[src/sv/rtrq_pkg.sv]
`default_nettype none

package rtrq_pkg;

	// Field widths of the request and response payloads
	localparam int TASK_W = 4;
	localparam int CMD_W  = 2;

	// Default ring size
	localparam int DEFAULT_NUM_TASKS = 16;

	typedef logic [CMD_W-1:0]  cmd_t;
	typedef logic [TASK_W-1:0] task_t;

	// Command codes
	localparam cmd_t CMD_ADD    = 2'd0;
	localparam cmd_t CMD_REMOVE = 2'd1;
	localparam cmd_t CMD_NEXT   = 2'd2;

	// Status codes
	localparam logic STATUS_DONE    = 1'b0;
	localparam logic STATUS_IGNORED = 1'b1;

	// Strobes from the sequencer to the link table
	typedef struct packed {
		logic rd_en;
		logic wr_en;
		logic set_vld;
		logic clr_vld;
	} mem_ctl_t;

endpackage

`default_nettype wire

[src/sv/rtrq_if.sv]
`default_nettype none

// Request channel: command and task number
interface rtrq_req_if;
	logic                 valid;
	logic                 ready;
	rtrq_pkg::cmd_t       command;
	rtrq_pkg::task_t      task_id;

	modport source (output valid, output command, output task_id, input ready);
	modport sink   (input valid, input command, input task_id, output ready);
endinterface

// Response channel: chosen task, empty flag and status
interface rtrq_rsp_if;
	logic                 valid;
	logic                 ready;
	rtrq_pkg::task_t      chosen_task;
	logic                 queue_empty;
	logic                 status;

	modport source (output valid, output chosen_task, output queue_empty, output status,
		input ready);
	modport sink   (input valid, input chosen_task, input queue_empty, input status,
		output ready);
endinterface

`default_nettype wire

[src/sv/rtrq_link_mem.sv]
`default_nettype none

module rtrq_link_mem #(
	parameter int NUM_TASKS = rtrq_pkg::DEFAULT_NUM_TASKS,
	parameter int AW        = $clog2(NUM_TASKS)
) (
	input  wire                 clk,
	input  wire                 arst_n,
	input  wire rtrq_pkg::mem_ctl_t ctl,
	input  wire  [AW-1:0]       rd_addr,
	input  wire  [AW-1:0]       wr_addr,
	input  wire  [AW-1:0]       wr_data,
	input  wire  [AW-1:0]       clr_addr,
	input  wire  [AW-1:0]       probe_addr,
	output logic [AW-1:0]       rd_data,
	output logic                rd_vld,
	output logic                probe_vld
);
	import rtrq_pkg::*;

	logic [AW-1:0]        link_mem [NUM_TASKS];
	logic [NUM_TASKS-1:0] vld_q;
	logic [AW-1:0]        rd_data_q;
	logic                 rd_vld_q;

	// Write and read the successor links
	always_ff @(posedge clk) begin
		if (ctl.wr_en) begin
			link_mem[wr_addr] <= wr_data;
		end
		if (ctl.rd_en) begin
			rd_data_q <= link_mem[rd_addr];
		end
	end

	// Track which entries hold a queued task; reset empties the ring at once
	always_ff @(posedge clk or negedge arst_n) begin
		if (!arst_n) begin
			vld_q    <= '0;
			rd_vld_q <= 1'b0;
		end else begin
			if (ctl.rd_en) begin
				rd_vld_q <= vld_q[rd_addr];
			end
			if (ctl.set_vld) begin
				vld_q[wr_addr] <= 1'b1;
			end
			if (ctl.clr_vld) begin
				vld_q[clr_addr] <= 1'b0;
			end
		end
	end

	assign rd_data   = rd_data_q;
	assign rd_vld    = rd_vld_q;
	assign probe_vld = vld_q[probe_addr];

endmodule

`default_nettype wire

[src/sv/rtrq_seq.sv]
`default_nettype none

module rtrq_seq #(
	parameter int NUM_TASKS = rtrq_pkg::DEFAULT_NUM_TASKS,
	parameter int AW        = $clog2(NUM_TASKS)
) (
	input  wire                  clk,
	input  wire                  arst_n,
	// request side
	input  wire                  in_valid,
	output logic                 in_ready,
	input  wire rtrq_pkg::cmd_t  in_command,
	input  wire rtrq_pkg::task_t in_task_id,
	// result side
	output logic                 res_valid,
	input  wire                  res_ready,
	output rtrq_pkg::task_t      res_chosen_task,
	output logic                 res_queue_empty,
	output logic                 res_status,
	// link table
	output rtrq_pkg::mem_ctl_t   ctl,
	output logic [AW-1:0]        rd_addr,
	output logic [AW-1:0]        wr_addr,
	output logic [AW-1:0]        wr_data,
	output logic [AW-1:0]        clr_addr,
	output logic [AW-1:0]        probe_addr,
	input  wire  [AW-1:0]        rd_data,
	input  wire                  rd_vld,
	input  wire                  probe_vld
);
	import rtrq_pkg::*;

	localparam int SW = $clog2(NUM_TASKS + 1);
	localparam int NW = $clog2(NUM_TASKS + 1);
	localparam int CW = (NW > TASK_W) ? NW : TASK_W;

	typedef enum logic [7:0] {
		ST_IDLE    = 8'b0000_0001,
		ST_ADD_A   = 8'b0000_0010,
		ST_ADD_B   = 8'b0000_0100,
		ST_RM_SUCC = 8'b0000_1000,
		ST_RM_SCAN = 8'b0001_0000,
		ST_RM_WR   = 8'b0010_0000,
		ST_NEXT    = 8'b0100_0000,
		ST_RESP    = 8'b1000_0000
	} state_t;

	state_t        st_q;
	cmd_t          cmd_q;
	logic [AW-1:0] tid_q;
	task_t         chosen_q;
	logic          status_q;
	logic [AW-1:0] tail_q;
	logic          tail_vld_q;
	logic [AW-1:0] succ_q;
	logic [AW-1:0] pred_q;
	logic [SW-1:0] scan_q;
	logic          look_q;

	logic          accept;
	logic          in_rng;
	logic [AW-1:0] in_addr;
	logic          add_ok;
	logic          rm_ok;
	logic          add_first;
	state_t        st_accept;
	logic          hit;
	logic          scan_end;

	assign in_ready = (st_q == ST_IDLE);
	assign accept   = in_valid && in_ready;
	assign in_rng   = CW'(in_task_id) < CW'(NUM_TASKS);
	assign in_addr  = AW'(in_task_id);
	assign probe_addr = in_addr;
	assign add_ok   = in_rng && !probe_vld;
	assign rm_ok    = in_rng && probe_vld && tail_vld_q;

	// An add into an empty ring finishes in the accept cycle
	assign add_first = (in_command == CMD_ADD) && add_ok && !tail_vld_q;

	// Shared compare: does the entry read last cycle point at the task
	assign hit      = look_q && rd_vld && (rd_data == tid_q);
	assign scan_end = (scan_q == SW'(NUM_TASKS));

	// Pick the step that follows an accepted request
	always_comb begin
		st_accept = ST_RESP;
		case (in_command)
			CMD_ADD: begin
				if (add_ok && tail_vld_q) begin
					st_accept = ST_ADD_A;
				end
			end
			CMD_REMOVE: begin
				if (rm_ok) begin
					st_accept = ST_RM_SUCC;
				end
			end
			CMD_NEXT: begin
				if (tail_vld_q) begin
					st_accept = ST_NEXT;
				end
			end
			default: ;
		endcase
	end

	// Drive the link table port from the current step
	always_comb begin
		ctl      = '0;
		rd_addr  = tail_q;
		wr_addr  = tail_q;
		wr_data  = tid_q;
		clr_addr = tid_q;
		unique case (st_q)
			ST_IDLE: begin
				if (accept) begin
					case (in_command)
						CMD_ADD: begin
							if (add_ok && tail_vld_q) begin
								ctl.rd_en = 1'b1;
							end else if (add_ok) begin
								ctl.wr_en   = 1'b1;
								ctl.set_vld = 1'b1;
								wr_addr     = in_addr;
								wr_data     = in_addr;
							end
						end
						CMD_REMOVE: begin
							if (rm_ok) begin
								ctl.rd_en = 1'b1;
								rd_addr   = in_addr;
							end
						end
						CMD_NEXT: begin
							ctl.rd_en = tail_vld_q;
						end
						default: ;
					endcase
				end
			end
			ST_ADD_A: begin
				ctl.wr_en = 1'b1;
			end
			ST_ADD_B: begin
				ctl.wr_en   = 1'b1;
				ctl.set_vld = 1'b1;
				wr_addr     = tid_q;
				wr_data     = succ_q;
			end
			ST_RM_SCAN: begin
				if (!hit && !scan_end) begin
					ctl.rd_en = 1'b1;
					rd_addr   = scan_q[AW-1:0];
				end
			end
			ST_RM_WR: begin
				ctl.wr_en   = 1'b1;
				ctl.clr_vld = 1'b1;
				wr_addr     = pred_q;
				wr_data     = succ_q;
			end
			ST_RM_SUCC, ST_NEXT, ST_RESP: ;
			default: ;
		endcase
	end

	// Advance the sequencer and update the tail
	always_ff @(posedge clk or negedge arst_n) begin
		if (!arst_n) begin
			st_q       <= ST_IDLE;
			tail_vld_q <= 1'b0;
			look_q     <= 1'b0;
		end else begin
			unique case (st_q)
				ST_IDLE: begin
					if (accept) begin
						cmd_q    <= in_command;
						tid_q    <= in_addr;
						chosen_q <= '0;
						status_q <= add_first ? STATUS_DONE : STATUS_IGNORED;
						st_q     <= st_accept;
						if (add_first) begin
							tail_q     <= in_addr;
							tail_vld_q <= 1'b1;
						end
					end
				end
				ST_ADD_A: begin
					succ_q <= rd_data;
					st_q   <= ST_ADD_B;
				end
				ST_ADD_B: begin
					tail_q   <= tid_q;
					status_q <= STATUS_DONE;
					st_q     <= ST_RESP;
				end
				ST_RM_SUCC: begin
					succ_q <= rd_data;
					scan_q <= '0;
					look_q <= 1'b0;
					st_q   <= ST_RM_SCAN;
				end
				ST_RM_SCAN: begin
					if (hit) begin
						pred_q <= scan_q[AW-1:0] - AW'(1);
						look_q <= 1'b0;
						st_q   <= ST_RM_WR;
					end else if (scan_end) begin
						look_q <= 1'b0;
						st_q   <= ST_RESP;
					end else begin
						scan_q <= scan_q + SW'(1);
						look_q <= 1'b1;
					end
				end
				ST_RM_WR: begin
					if (tid_q == tail_q) begin
						if (pred_q == tid_q) begin
							tail_vld_q <= 1'b0;
						end else begin
							tail_q <= pred_q;
						end
					end
					status_q <= STATUS_DONE;
					st_q     <= ST_RESP;
				end
				ST_NEXT: begin
					chosen_q <= TASK_W'(tail_q);
					tail_q   <= rd_data;
					status_q <= STATUS_DONE;
					st_q     <= ST_RESP;
				end
				ST_RESP: begin
					if (res_ready) begin
						st_q <= ST_IDLE;
					end
				end
				default: st_q <= ST_IDLE;
			endcase
		end
	end

	assign res_valid       = (st_q == ST_RESP);
	assign res_chosen_task = chosen_q;
	assign res_queue_empty = !tail_vld_q;
	assign res_status      = status_q;

`ifndef SYNTHESIS
	a_busy_after_accept: assert property (@(posedge clk) disable iff (!arst_n)
		accept |=> !in_ready)
		else $error("request taken while a previous one is in work");
	a_scan_bound: assert property (@(posedge clk) disable iff (!arst_n)
		(st_q == ST_RM_SCAN) |-> (scan_q <= SW'(NUM_TASKS)))
		else $error("predecessor scan ran past the link table");
	a_next_not_empty: assert property (@(posedge clk) disable iff (!arst_n)
		(res_valid && (cmd_q == CMD_NEXT) && (res_status == STATUS_DONE))
		|-> (res_chosen_task == TASK_W'(0) || tail_vld_q))
		else $error("next succeeded but left the ring empty");
	a_add_sets_tail: assert property (@(posedge clk) disable iff (!arst_n)
		(st_q == ST_ADD_B) |=> (tail_vld_q && tail_q == tid_q))
		else $error("add did not move the tail to the new task");
`endif

endmodule

`default_nettype wire

[src/sv/ready_task_ring_queue.sv]
`default_nettype none

// Channel  Dir  Payload                              Handshake
// req      in   command, task_id                     valid/ready, taken on both high
// rsp      out  chosen_task, queue_empty, status     valid/ready, taken on both high
//
// Add into an empty ring finishes on accept, else ST_ADD_A and ST_ADD_B link it
// behind the tail. Remove's predecessor search reads the single read port of the
// link table one entry a cycle. Ignored requests go straight to ST_RESP.
// Reset clears the per-task valid flags at once; no clearing pass is needed.
// A finished response waits in the output register; a full register stalls the
// sequencer before it returns to idle.

module ready_task_ring_queue #(
	parameter int NUM_TASKS = rtrq_pkg::DEFAULT_NUM_TASKS
) (
	input  wire        clk,
	input  wire        arst_n,
	rtrq_req_if.sink   req,
	rtrq_rsp_if.source rsp
);
	import rtrq_pkg::*;

	localparam int AW = $clog2(NUM_TASKS);

	mem_ctl_t      ctl;
	logic [AW-1:0] rd_addr;
	logic [AW-1:0] wr_addr;
	logic [AW-1:0] wr_data;
	logic [AW-1:0] clr_addr;
	logic [AW-1:0] probe_addr;
	logic [AW-1:0] rd_data;
	logic          rd_vld;
	logic          probe_vld;

	logic          res_valid;
	logic          res_ready;
	task_t         res_chosen_task;
	logic          res_queue_empty;
	logic          res_status;

	logic          out_vld_q;
	task_t         out_chosen_q;
	logic          out_empty_q;
	logic          out_status_q;

	rtrq_link_mem #(
		.NUM_TASKS (NUM_TASKS),
		.AW        (AW)
	) u_mem (
		.clk        (clk),
		.arst_n     (arst_n),
		.ctl        (ctl),
		.rd_addr    (rd_addr),
		.wr_addr    (wr_addr),
		.wr_data    (wr_data),
		.clr_addr   (clr_addr),
		.probe_addr (probe_addr),
		.rd_data    (rd_data),
		.rd_vld     (rd_vld),
		.probe_vld  (probe_vld)
	);

	rtrq_seq #(
		.NUM_TASKS (NUM_TASKS),
		.AW        (AW)
	) u_seq (
		.clk             (clk),
		.arst_n          (arst_n),
		.in_valid        (req.valid),
		.in_ready        (req.ready),
		.in_command      (req.command),
		.in_task_id      (req.task_id),
		.res_valid       (res_valid),
		.res_ready       (res_ready),
		.res_chosen_task (res_chosen_task),
		.res_queue_empty (res_queue_empty),
		.res_status      (res_status),
		.ctl             (ctl),
		.rd_addr         (rd_addr),
		.wr_addr         (wr_addr),
		.wr_data         (wr_data),
		.clr_addr        (clr_addr),
		.probe_addr      (probe_addr),
		.rd_data         (rd_data),
		.rd_vld          (rd_vld),
		.probe_vld       (probe_vld)
	);

	// Hold the response until the consumer takes it
	assign res_ready = !out_vld_q || rsp.ready;

	always_ff @(posedge clk or negedge arst_n) begin
		if (!arst_n) begin
			out_vld_q <= 1'b0;
		end else if (res_ready) begin
			out_vld_q <= res_valid;
		end
	end

	always_ff @(posedge clk) begin
		if (res_ready && res_valid) begin
			out_chosen_q <= res_chosen_task;
			out_empty_q  <= res_queue_empty;
			out_status_q <= res_status;
		end
	end

	assign rsp.valid       = out_vld_q;
	assign rsp.chosen_task = out_chosen_q;
	assign rsp.queue_empty = out_empty_q;
	assign rsp.status      = out_status_q;

endmodule

`default_nettype wire
[src/flat_wrapper.sv]
// flat-port wrapper written by rule: the top's interface ports become plain ports
module ready_task_ring_queue_flat import rtrq_pkg::*;
#(
	parameter int NUM_TASKS = rtrq_pkg::DEFAULT_NUM_TASKS
)
  (clk, arst_n, req_valid, req_command, req_task_id, req_ready, rsp_valid, rsp_chosen_task, rsp_queue_empty, rsp_status, rsp_ready);
  rtrq_req_if req_i ();
  rtrq_rsp_if rsp_i ();
  input  wire clk;
  input  wire arst_n;
  input wire logic [$bits(req_i.valid)-1:0] req_valid;
  input wire logic [$bits(req_i.command)-1:0] req_command;
  input wire logic [$bits(req_i.task_id)-1:0] req_task_id;
  output wire logic [$bits(req_i.ready)-1:0] req_ready;
  output wire logic [$bits(rsp_i.valid)-1:0] rsp_valid;
  output wire logic [$bits(rsp_i.chosen_task)-1:0] rsp_chosen_task;
  output wire logic [$bits(rsp_i.queue_empty)-1:0] rsp_queue_empty;
  output wire logic [$bits(rsp_i.status)-1:0] rsp_status;
  input wire logic [$bits(rsp_i.ready)-1:0] rsp_ready;
  assign req_i.valid = req_valid;
  assign req_i.command = req_command;
  assign req_i.task_id = req_task_id;
  assign req_ready = req_i.ready;
  assign rsp_valid = rsp_i.valid;
  assign rsp_chosen_task = rsp_i.chosen_task;
  assign rsp_queue_empty = rsp_i.queue_empty;
  assign rsp_status = rsp_i.status;
  assign rsp_i.ready = rsp_ready;
  ready_task_ring_queue #(.NUM_TASKS(NUM_TASKS)) u_core (.clk(clk), .arst_n(arst_n), .req(req_i), .rsp(rsp_i));
endmodule
[config.mk]
export PLATFORM = sky130hd
export DESIGN_NAME = ready_task_ring_queue_flat
export DESIGN_NICKNAME = d
export VERILOG_FILES = /design/src/sv/rtrq_pkg.sv /design/src/sv/rtrq_if.sv /design/src/sv/rtrq_link_mem.sv /design/src/sv/rtrq_seq.sv /design/src/sv/ready_task_ring_queue.sv /design/src/flat_wrapper.sv
export SDC_FILE = /design/constraint.sdc
export NUM_CORES = 1
export LEC_CHECK = 0
export BUFFER_PORTS_ARGS = -buffer_cell sky130_fd_sc_hd__buf_2
export CAP_MARGIN = 10
export CORE_ASPECT_RATIO = 1.25
export CORE_UTILIZATION = 45
export DETAILED_ROUTE_END_ITERATION = 8
export GPL_TIMING_DRIVEN = 0
export PLACE_DENSITY = 0.72
export SLEW_MARGIN = 5
export SYNTH_ARGS = -nofsm -noshare
export SYNTH_HDL_FRONTEND = slang
export SYNTH_SLANG_ARGS = --single-unit
[constraint.sdc]
create_clock -name clk -period 4.1 [get_ports clk]
set_input_delay 0.41 -clock clk [delete_from_list [all_inputs] [get_ports clk]]
set_output_delay 0.41 -clock clk [all_outputs]
set_load 0.02 [all_outputs]
==> out/results.ini, run 1 <==
[status]
status=complete, no violations

[sta]
post-route-period-util_pct=92.28
relSlewSlack_pct=30.78
worst_pin_slew_ns=1.036
fmax_ghz=0.2643
holdWs_ns=0.03592
fin_crit_ns=3.784
hold_viol_final=0
fin_tns_setup_ns=0
rsz0062_at_grt=no
setup_viol=0
clock_skew_ns=0.01108
drv_slew=0
setup_ws_ns=0.3165

[floorplan]
die_w_um=107.6
core-area_um2=13410
die_y_um=134.0
num_io_pins=18
start_util_pct=46.78
rows=47
die_area_um2=14420

[cells_and_area]
fin_nets=557
stdcell_count=728
final_layout_size_suffix_gt1_share_pct=18.13
area_growth_syn_to_layout_pct=14.70
antenna_cells=0

[cts]
post-cts-setup-buffers=0
clock-root-buffer=clkbuf_16
numCtsBuffers=17
clockBufferDepth=2
cts_htree_levels=4
ctsResizeCount=0
postCtsHoldBufs=0
cts_sinks=128
cts_tree=yes
clkTransAtPathRegs_ns=0.06
clock_latency_ns=0.43

[detailed_routing]
ant_nets=0
wl_per_cell_um=21.18
routed_wl_mm=15.42
drtIter0Drc=309
drc=0
vias=4364
dr.pass1.iters=5
vias_per_cell=5.995

[power]
p_leak_nw=2.727
peakVddDrop_uv=438.3
fin_total_pwr_mw=4.180
power_density_nw_per_um2=581.1

[yosys]
netlist_area_um2=6272
syn_avg_cell_area_um2=12.35
netlist.area_leader.share_pct=47.88
yosys_warnings=0
synth-seq-area-share_pct=59.07
synth_flop_cell=edfxtp_1
synth.ff_latch_count=128
synth_nets=521
synth_cells=508
synth_area_leader_cell=edfxtp_1
synth_edf_count=100
ys_async_sr_fraction_pct=21.88
synth_cell_type_count=67
synthTopCellsByArea=edfxtp_1 48%, dfrtp_1 11%, mux2i_1 6.1%

[placed_design]
dp_cells=696
numPortBuffers=17
globalplace.congestion=0.9124
post-place-ws_ns=0.002663
dp_hpwl_mm=10.78

[global_route]
grt_first_pass_wirelength_mm=23.85
grt_antenna_before_repair=0
grt_use_total_pct=22.92
grt_max_degree=30
grt_pass1_vias=4306
overflow=0

[worst_setup_path]
end_kind=flop
worstSetupStartpointType=flop
crit_arrival_ns=3.86
critical_path_class=flop to flop
worstPathRequired_ns=4.18
path_cells=nor4_4 > nand2_1 > nor3b_4 > or2_2 > clkbuf_1 > nor2_2 > a221oi_1 > nand3_1 > nor2_1
cp_max_fo=10
slowest_stage=a221oi_1
slowest_delay_ns=0.56

[run]
cap_viol_max_count=0

[hold_path]
holdCritPathClass=primary input to async pin

==> worst max-delay path: cells and delay by family (launching register included) <==
kind | cells | cell delay [ns]
AO/OA/AOI/OAI | 1 | 0.56
buffers and inverters | 1 | 0.28
flip-flops | 1 | 0.44
AND/OR/NAND/NOR | 7 | 2.14
==> through the flow <==
step / util, % / instance area (um2)
4_1_cts: 53.61 / 7188
5_1_grt: 53.66 / 7194
3_5_place_dp: 49.01 / 6571
6_report: 53.66 / 7194
3_3_place_gp: 49.01 / 6571
2_1_floorplan: - / 6272
==> cells by family (layout without fill, tap and decap cells) <==
group / after synthesis / after routing / synth area share [%]
simple gates: 167 / 167 / 13.92
compound gates: 104 / 104 / 11.83
mux: 56 / 56 / 9.475
xor+xnor: 18 / 18 / 2.513
fa+ha+maj: 3 / 3 / 0.5985
flops: 128 / 128 / 59.07
buf+inv: 32 / 81 / 2.593
==> path summary, 6_finish.rpt <==
path,startpoint,endpoint,slack (ns),depth (start not counted)
max in group asynchronous,arst_n,u_core.u_mem.vld_q[9]$_DFF_PN0_,3.58,1
max,u_core.u_seq.st_q[6]$_DFFE_PN0P_,u_core.u_mem.link_mem[2][2]$_DFFE_PP_,0.32,9
max reg2reg,u_core.u_seq.st_q[6]$_DFFE_PN0P_,u_core.u_mem.link_mem[2][2]$_DFFE_PP_,0.32,9
min in group clk,req_task_id[3],u_core.u_seq.clr_addr[3]$_DFFE_PP_,0.18,1
min reg2reg,u_core.u_seq.res_chosen_task[0]$_SDFFCE_PP0P_,u_core.rsp.chosen_task[0]$_DFFE_PP_,0.42,0
min,arst_n,u_core.rsp.valid$_DFFE_PN0P_,0.04,1
==> flip-flops by register name, summed over array words and instances (netlist names), 4 cells and up <==
signal,cells
u_core.u_seq.tail_q,4
u_core.u_seq.succ_q,4
u_core.u_seq.clr_addr,4
u_core.u_seq.pred_q,4
u_core.u_seq.res_chosen_task,4
u_core.u_seq.scan_q,5
u_core.u_seq.st_q,8
u_core.rsp.chosen_task,4
u_core.u_mem.vld_q,16
u_core.u_mem.rd_data,4
u_core.u_mem.link_mem,64
==> cell usage in the layout, fill, tap and decap left out, drive strengths merged, types with 5 or more instances in the layout <==
cell type	count
nor3b	7
nor2b	11
mux2	17
nand2b	5
and2	8
buf	30
clkbuf	27
o21ai	6
a221o	7
mux2i	38
nor2	54
dfrtp	27
a22oi	5
o22ai	5
edfxtp	100
nand2	37
nor3	6
a21oi	44
a31oi	9
xor2	11
xnor2	7
inv	14
nand3	16
==> report_power, final <==
part           switching, mW  total, mW  internal (mW)
clock network          0.572       1.59           1.02
registers             0.0927       1.65           1.56
logic                  0.582      0.942          0.360
total                   1.25       4.18           2.93
==> cell usage after synthesis, types with 7 or more instances <==
cell and instances:
edfxtp_1 100, nor2_1 52, a21oi_1 44, mux2i_1 38, nand2_1 36, dfrtp_1 27
mux2_2 17, nand3_1 16, inv_1 11, xor2_1 11, nor2b_1 10, a31oi_1 9
a221o_1 7, and2_1 7, clkbuf_1 7, xnor2_1 7
==> area by class of cell <==
class                           count  area (um2)
Buffer                             21       121.4
Clock buffer                       19       432.9
Clock inverter                     13       183.9
Fill cell                        1132        6213
Inverter                           11       41.29
Multi-Input combinational cell    348        2411
Sequential cell                   128        3705
Tap cell                          171       214.0
Timing Repair Buffer               17       85.08
==> per-layer routing <==
metal / vias up / track usage (%) / share of wire (%)
li1: 1976 / - / -
met5: - / 0 / 0
met4: 0 / 13.39 / 4.1
met2: 197 / 38.21 / 50
met1: 2138 / 27.33 / 39
met3: 53 / 4.616 / 6.3
(Power assumes the default switching activity.)
==> inputs of run 2 (changes only) <==
--- a/config.mk
+++ b/config.mk
@@ -9,6 +9,7 @@
 export CAP_MARGIN = 10
 export CORE_ASPECT_RATIO = 1.25
 export CORE_UTILIZATION = 45
+export CTS_BUF_LIST = sky130_fd_sc_hd__clkbuf_16
 export DETAILED_ROUTE_END_ITERATION = 8
 export GPL_TIMING_DRIVEN = 0
 export PLACE_DENSITY = 0.72
==> run 2 against run 1 <==
  * Fmax increased by 0.21%
  * Critical path depth unchanged
  * Clock-buffer cell count decreased by 2
  * Via count decreased by 0.18%
  * Combinational power about the same
  * Die area unchanged
  * Critical endpoint unchanged
  * Largest power group unchanged
==> out/results.ini, run 2 (synthesis results as in run 1) <==
[cts]
clockBufferDepth=2  ; unchanged
clock-root-buffer=clkbuf_16
numCtsBuffers=17  ; unchanged
cts_tree=yes
cts_sinks=128  ; unchanged
postCtsHoldBufs=0  ; unchanged
clkTransAtPathRegs_ns=0.06  ; about the same
cts_htree_levels=4  ; unchanged
clock_latency_ns=0.43  ; about the same

[run]
cap_viol_max_count=0  ; unchanged

[power]
pwr-share-comb_pct=22.6  ; about the same
internal_power_mw=2.929  ; -0.17%
p_seq_share_pct=39.5  ; about the same
peakVddDrop_uv=437.7  ; -0.13%
fin_total_pwr_mw=4.172  ; -0.20%
clkPwrFrac_pct=37.9  ; about the same
netSwitchingPower_mw=1.244  ; -0.26%
p_leak_nw=2.736  ; +0.30%
swShare_pct=29.81  ; about the same
power_density_nw_per_um2=579.9  ; -0.20%

[worst_setup_path]
cp_max_fo=10  ; unchanged
rr_endpoint=u_core.u_mem.link_mem[2][2]$_DFFE_PP_
critical_path_class=flop to flop
rrSetupSlack_ns=0.32  ; about the same
end_kind=flop
slowest_delay_ns=0.56  ; about the same
worstSetupStartpointType=flop
path_cells=nor4_4 > nand2_1 > nor3b_4 > or2_2 > clkbuf_1 > nor2_2 > a221oi_1 > nand3_1 > nor2_1
cpLargestDelayFamily=simple AND/OR/NAND/NOR gates
crit_arrival_ns=3.85  ; about the same
slowest_stage=a221oi_1
r2r-start=u_core.u_seq.st_q[6]$_DFFE_PN0P_
cp_num_cells=9  ; unchanged
crit_buf_inv=1  ; unchanged
worstPathRequired_ns=4.18  ; about the same
r2r_cells=9  ; unchanged

[detailed_routing]
drc=0  ; unchanged
ant_nets=0  ; unchanged
drtIter0Drc=309  ; unchanged
dr.pass1.iters=5  ; unchanged
vias=4356  ; -0.18%
routed_wl_mm=15.39  ; -0.21%
wl_per_cell_um=21.14  ; -0.21%
vias_per_cell=5.984  ; -0.18%

[cells_and_area]
layout_common_cells=100 x edfxtp_1, 52 x nor2_1, 44 x a21oi_1, 38 x mux2i_1, 36 x nand2_1
area_growth_syn_to_layout_pct=14.70  ; unchanged
seqCellArea_um2=3705  ; unchanged
fillers=1132  ; unchanged
largest_register=u_core.u_mem.link_mem
largest_reg_flops=64  ; unchanged
final_layout_size_suffix_gt1_share_pct=18.13  ; unchanged
antenna_cells=0  ; unchanged
multi_input_area_um2=2411  ; unchanged
fin_nets=557  ; unchanged
reg_top3=u_core.u_mem.link_mem (64), u_core.u_mem.vld_q (16), u_core.u_seq.st_q (8)
layout_commonest_cell=edfxtp_1

[status]
status=complete, no violations

[sta]
drv_slew=0  ; unchanged
fmax_ghz=0.2649  ; +0.21%
post-route-period-util_pct=92.08  ; -0.20 points
setup_viol=0  ; unchanged
clock_skew_ns=0.008009  ; -0.003075 ns
hold_viol_final=0  ; unchanged
fin_crit_ns=3.775  ; -0.008095 ns
relSlewSlack_pct=30.78  ; unchanged
worst_pin_slew_ns=1.036  ; unchanged
fin_tns_setup_ns=0  ; unchanged
rsz0062_at_grt=no

[global_route]
grt_pass1_vias=4306  ; unchanged
overflow=0  ; unchanged
grt_first_pass_wirelength_mm=23.85  ; unchanged
grt_max_degree=30  ; unchanged
grt_antenna_before_repair=0  ; unchanged
grt_use_total_pct=22.92  ; unchanged

[floorplan]
die_w_um=107.6  ; unchanged
die_y_um=134.0  ; unchanged
start_util_pct=46.78  ; unchanged
die_area_um2=14420  ; unchanged
core-area_um2=13410  ; unchanged
rows=47  ; unchanged
num_io_pins=18  ; unchanged

[placed_design]
globalplace.congestion=0.9124  ; unchanged
numPortBuffers=17  ; unchanged
dp_hpwl_mm=10.78  ; unchanged

[hold_path]
holdCritPathClass=primary input to async pin

run 2: final cells by class:
| cell class | instances | share of cell area (%) |
|---|---|---|
| Buffer | 21 | 1.687 |
| Multi-Input combinational cell | 348 | 33.51 |
| Clock buffer | 17 | 5.913 |
| Sequential cell | 128 | 51.50 |
| Clock inverter | 15 | 2.661 |
| Timing Repair Buffer | 17 | 1.183 |
| Inverter | 11 | 0.5739 |
| Tap cell | 171 | 2.974 |
run 2: how the worst max path moves through the flow:
stage	start	to
floorplan	req_task_id[3]	u_core.u_mem.link_mem[0][0]$_DFFE_PP_
global placement	req_task_id[3]	u_core.u_mem.link_mem[0][3]$_DFFE_PP_
detailed placement	req_task_id[3]	u_core.u_mem.link_mem[2][3]$_DFFE_PP_
CTS	u_core.u_seq.st_q[3]$_DFFE_PN0P_	u_core.u_mem.link_mem[2][2]$_DFFE_PP_
global route	u_core.u_seq.st_q[3]$_DFFE_PN0P_	u_core.u_mem.link_mem[10][1]$_DFFE_PP_
finish	u_core.u_seq.st_q[6]$_DFFE_PN0P_	u_core.u_mem.link_mem[2][2]$_DFFE_PP_
run 2: per-stage QoR:
stage / utilization, % / setup slack, ns / cell area (um2) / instances / hold WS [ns]
2_1_floorplan: - / 1.020 / 6272 / 508 / 0.1144
3_3_place_gp: 49.01 / 0.1159 / 6571 / 696 / 0.4041
3_5_place_dp: 49.01 / 0.002663 / 6571 / 696 / 0.4061
4_1_cts: 53.61 / 0.2470 / 7188 / 728 / 0.03435
5_1_grt: 53.66 / 0.1085 / 7194 / 728 / 0.06941
6_report: 53.66 / 0.3245 / 7194 / 728 / 0.03504
run 2: timing repair:
action / 4_1_cts / 5_1_grt
gates resized for setup: 0 / 1
setup endpoints to repair: 0 / 12
setup buffers: 0 / 0
run 2: worst register-to-register path: stages, from the launching register on:
cell and delay, ns:
dfrtp_1 0.44, nor4_4 0.36, nand2_1 0.16, nor3b_4 0.41
or2_2 0.19, clkbuf_1 0.28, nor2_2 0.16, a221oi_1 0.56
nand3_1 0.42, nor2_1 0.45
run 2: layer usage:
layer	part of all wire [%]	GRT usage, %	vias to the layer above
li1	-	-	1979
met1	39	27.33	2128
met2	50	38.21	196
met3	6.3	4.616	53
met4	4.1	13.39	0
met5	0	0	-
run 2: power groups by stage:
stage | sequential (mW) | clock (mW) | combinational, mW
floorplan | 1.65 | 0 | 0.686
global placement | 1.67 | 0 | 0.912
detailed placement | 1.67 | 0 | 0.930
CTS | 1.65 | 1.60 | 0.936
global route | 1.66 | 1.65 | 1.02
finish | 1.65 | 1.58 | 0.941
==> inputs of run 3 (changes only) <==
--- a/config.mk
+++ b/config.mk
@@ -5,7 +5,7 @@
 export SDC_FILE = /design/constraint.sdc
 export NUM_CORES = 1
 export LEC_CHECK = 0
-export BUFFER_PORTS_ARGS = -buffer_cell sky130_fd_sc_hd__buf_2
+export BUFFER_PORTS_ARGS = -buffer_cell sky130_fd_sc_hd__buf_4
 export CAP_MARGIN = 10
 export CORE_ASPECT_RATIO = 1.25
 export CORE_UTILIZATION = 45
==> run 3 against run 2 <==
  * Cell count up 0.14%
  * Cell area up 0.83%
  * Clock skew up 0.0012 ns
  * Total power up 1.3%
  * Combinational power up 2%
  * Clock power up 3%
  * Flip-flop and latch count unchanged
  * Critical path depth unchanged
  * Non-clock buffer count up 1
  * Critical path type unchanged
  * Critical endpoint is now u_core.u_mem.link_mem[2][0]$_DFFE_PP_
  * Highest routed layer unchanged
==> out/results.ini, run 3 (synthesis results as in run 1) <==
[detailed_routing]
vias=4325  ; -0.71%
ant_nets=0  ; unchanged
drc=0  ; unchanged
dr.pass1.iters=5  ; unchanged
wl_per_cell_um=20.67  ; -2.2%
routed_wl_mm=15.07  ; -2.1%
drtIter0Drc=407  ; +32%
vias_per_cell=5.933  ; -0.85%

[sta]
fin_tns_setup_ns=0  ; unchanged
fmax_ghz=0.2650  ; about the same
hold_viol_final=0  ; unchanged
holdWs_ns=0.1745  ; +0.1394 ns
relSlewSlack_pct=35.10  ; +4.3 points
fin_crit_ns=3.774  ; -0.001179 ns
post-route-period-util_pct=92.06  ; about the same
worst_pin_slew_ns=0.9714  ; -0.06474 ns
drv_slew=0  ; unchanged
rsz0062_at_grt=no
setup_viol=0  ; unchanged
clock_skew_ns=0.009192  ; +0.001183 ns

[power]
p_leak_nw=2.765  ; +1.1%
power_density_nw_per_um2=582.5  ; +0.45%
fin_total_pwr_mw=4.226  ; +1.3%
peakVddDrop_uv=341.2  ; -22%

[cells_and_area]
fin_nets=558  ; +0.18%
reg_top3=u_core.u_mem.link_mem (64), u_core.u_mem.vld_q (16), u_core.u_seq.st_q (8)
largest_reg_flops=64  ; unchanged
layout_commonest_cell=edfxtp_1
area_growth_syn_to_layout_pct=15.66
final_cell_area_um2=7254  ; +0.83%
largest_register=u_core.u_mem.link_mem
layout_common_cells=100 x edfxtp_1, 52 x nor2_1, 44 x a21oi_1, 38 x mux2i_1, 36 x nand2_1
final_util_pct=54.11  ; +0.45 points
antenna_cells=0  ; unchanged
final_layout_size_suffix_gt1_share_pct=18.28  ; +0.15 points

[worst_setup_path]
worstSetupStartpointType=flop
cp_max_fo=10  ; unchanged
path_cells=nor4_4 > nand2_1 > nor3b_2 > or2_2 > clkbuf_1 > nor2_2 > a221oi_1 > nand3_1 > nor2_1
end_kind=flop
crit_buf_inv=1  ; unchanged
worstPathRequired_ns=4.17  ; about the same
critical_path_class=flop to flop
slowest_stage=a221oi_1
cpLargestDelayFamily=simple AND/OR/NAND/NOR gates
slowest_delay_ns=0.50  ; -0.06 ns
crit_arrival_ns=3.84  ; about the same

[placed_design]
numPortBuffers=17  ; unchanged
dp_hpwl_mm=10.57  ; -1.9%
globalplace.congestion=0.8855  ; -2.9%
placed_area_um2=6614  ; +0.65%

[floorplan]
rows=47  ; unchanged
num_io_pins=18  ; unchanged
die_y_um=134.0  ; unchanged
core-area_um2=13410  ; unchanged
die_w_um=107.6  ; unchanged
die_area_um2=14420  ; unchanged
start_util_pct=46.78  ; unchanged

[cts]
numCtsBuffers=17  ; unchanged
cts_sinks=128  ; unchanged
cts_tree=yes
clockBufferDepth=2  ; unchanged
clock_latency_ns=0.42  ; about the same
clock-root-buffer=clkbuf_16
clkTransAtPathRegs_ns=0.06  ; about the same
cts_htree_levels=4  ; unchanged

[global_route]
grt_antenna_before_repair=0  ; unchanged
grt_use_total_pct=22.14  ; -0.78 points
overflow=0  ; unchanged
grt_max_degree=30  ; unchanged
grt_first_pass_wirelength_mm=23.20  ; -2.8%
grt_pass1_vias=4263  ; -1.0%

[hold_path]
holdCritPathClass=primary input to flop

[run]
cap_viol_max_count=0  ; unchanged

[status]
status=complete, no violations

==> run 3: per-stage QoR <==
step	instances	setup WS (ns)
2_1_floorplan	508	1.020
3_3_place_gp	696	0.1443
3_5_place_dp	696	0.07955
4_1_cts	729	0.3670
5_1_grt	729	0.05378
6_report	729	0.3257
==> run 3: path summary, 6_finish.rpt <==
path                                                               startpoint                                    end  slack [ns]  depth (start not counted)
worst max-delay path                         u_core.u_seq.st_q[6]$_DFFE_PN0P_  u_core.u_mem.link_mem[2][0]$_DFFE_PP_        0.33                          9
worst min-delay path                                           req_task_id[3]     u_core.u_seq.clr_addr[3]$_DFFE_PP_        0.17                          1
worst max register to register               u_core.u_seq.st_q[6]$_DFFE_PN0P_  u_core.u_mem.link_mem[2][0]$_DFFE_PP_        0.33                          9
worst min register to register  u_core.u_seq.res_chosen_task[1]$_SDFFCE_PP0P_    u_core.rsp.chosen_task[1]$_DFFE_PP_        0.42                          0
max in group asynchronous                                              arst_n       u_core.u_seq.st_q[0]$_DFFE_PN1P_        3.32                          2
min in group asynchronous                                              arst_n       u_core.u_seq.st_q[5]$_DFFE_PN0P_        0.46                          2
==> run 3: power breakdown <==
part	switching [mW]	internal [mW]	leakage, nW	total, mW
clock	0.589	1.03	0.315	1.62
combinational	0.589	0.371	1.17	0.960
sequential	0.0931	1.56	1.28	1.65
total	1.27	2.96	2.76	4.23
==> run 3: final cells by class <==
type	instances	area [um2]
Buffer	21	121.4
Sequential cell	128	3705
Timing Repair Buffer	18	137.6
Fill cell	1107	6153
Inverter	11	41.29
Clock inverter	15	205.2
Multi-Input combinational cell	348	2405
Tap cell	171	214.0
Clock buffer	17	425.4
==> run 3: routing by layer <==
metal | vias up | wire length (um) | GRT usage [%]
li1 | 1977 | - | -
met1 | 2132 | 5952 | 26.67
met2 | 171 | 7801 | 37.43
met3 | 45 | 891 | 4.956
met4 | 0 | 426 | 10.43
met5 | - | 0 | 0
==> run 3: repair_timing <==
item | CTS | global route
hold buffers | 1 | 0
hold endpoints to repair | 27 | 0
resized for setup | 0 | 0
setup buffers | 0 | 0
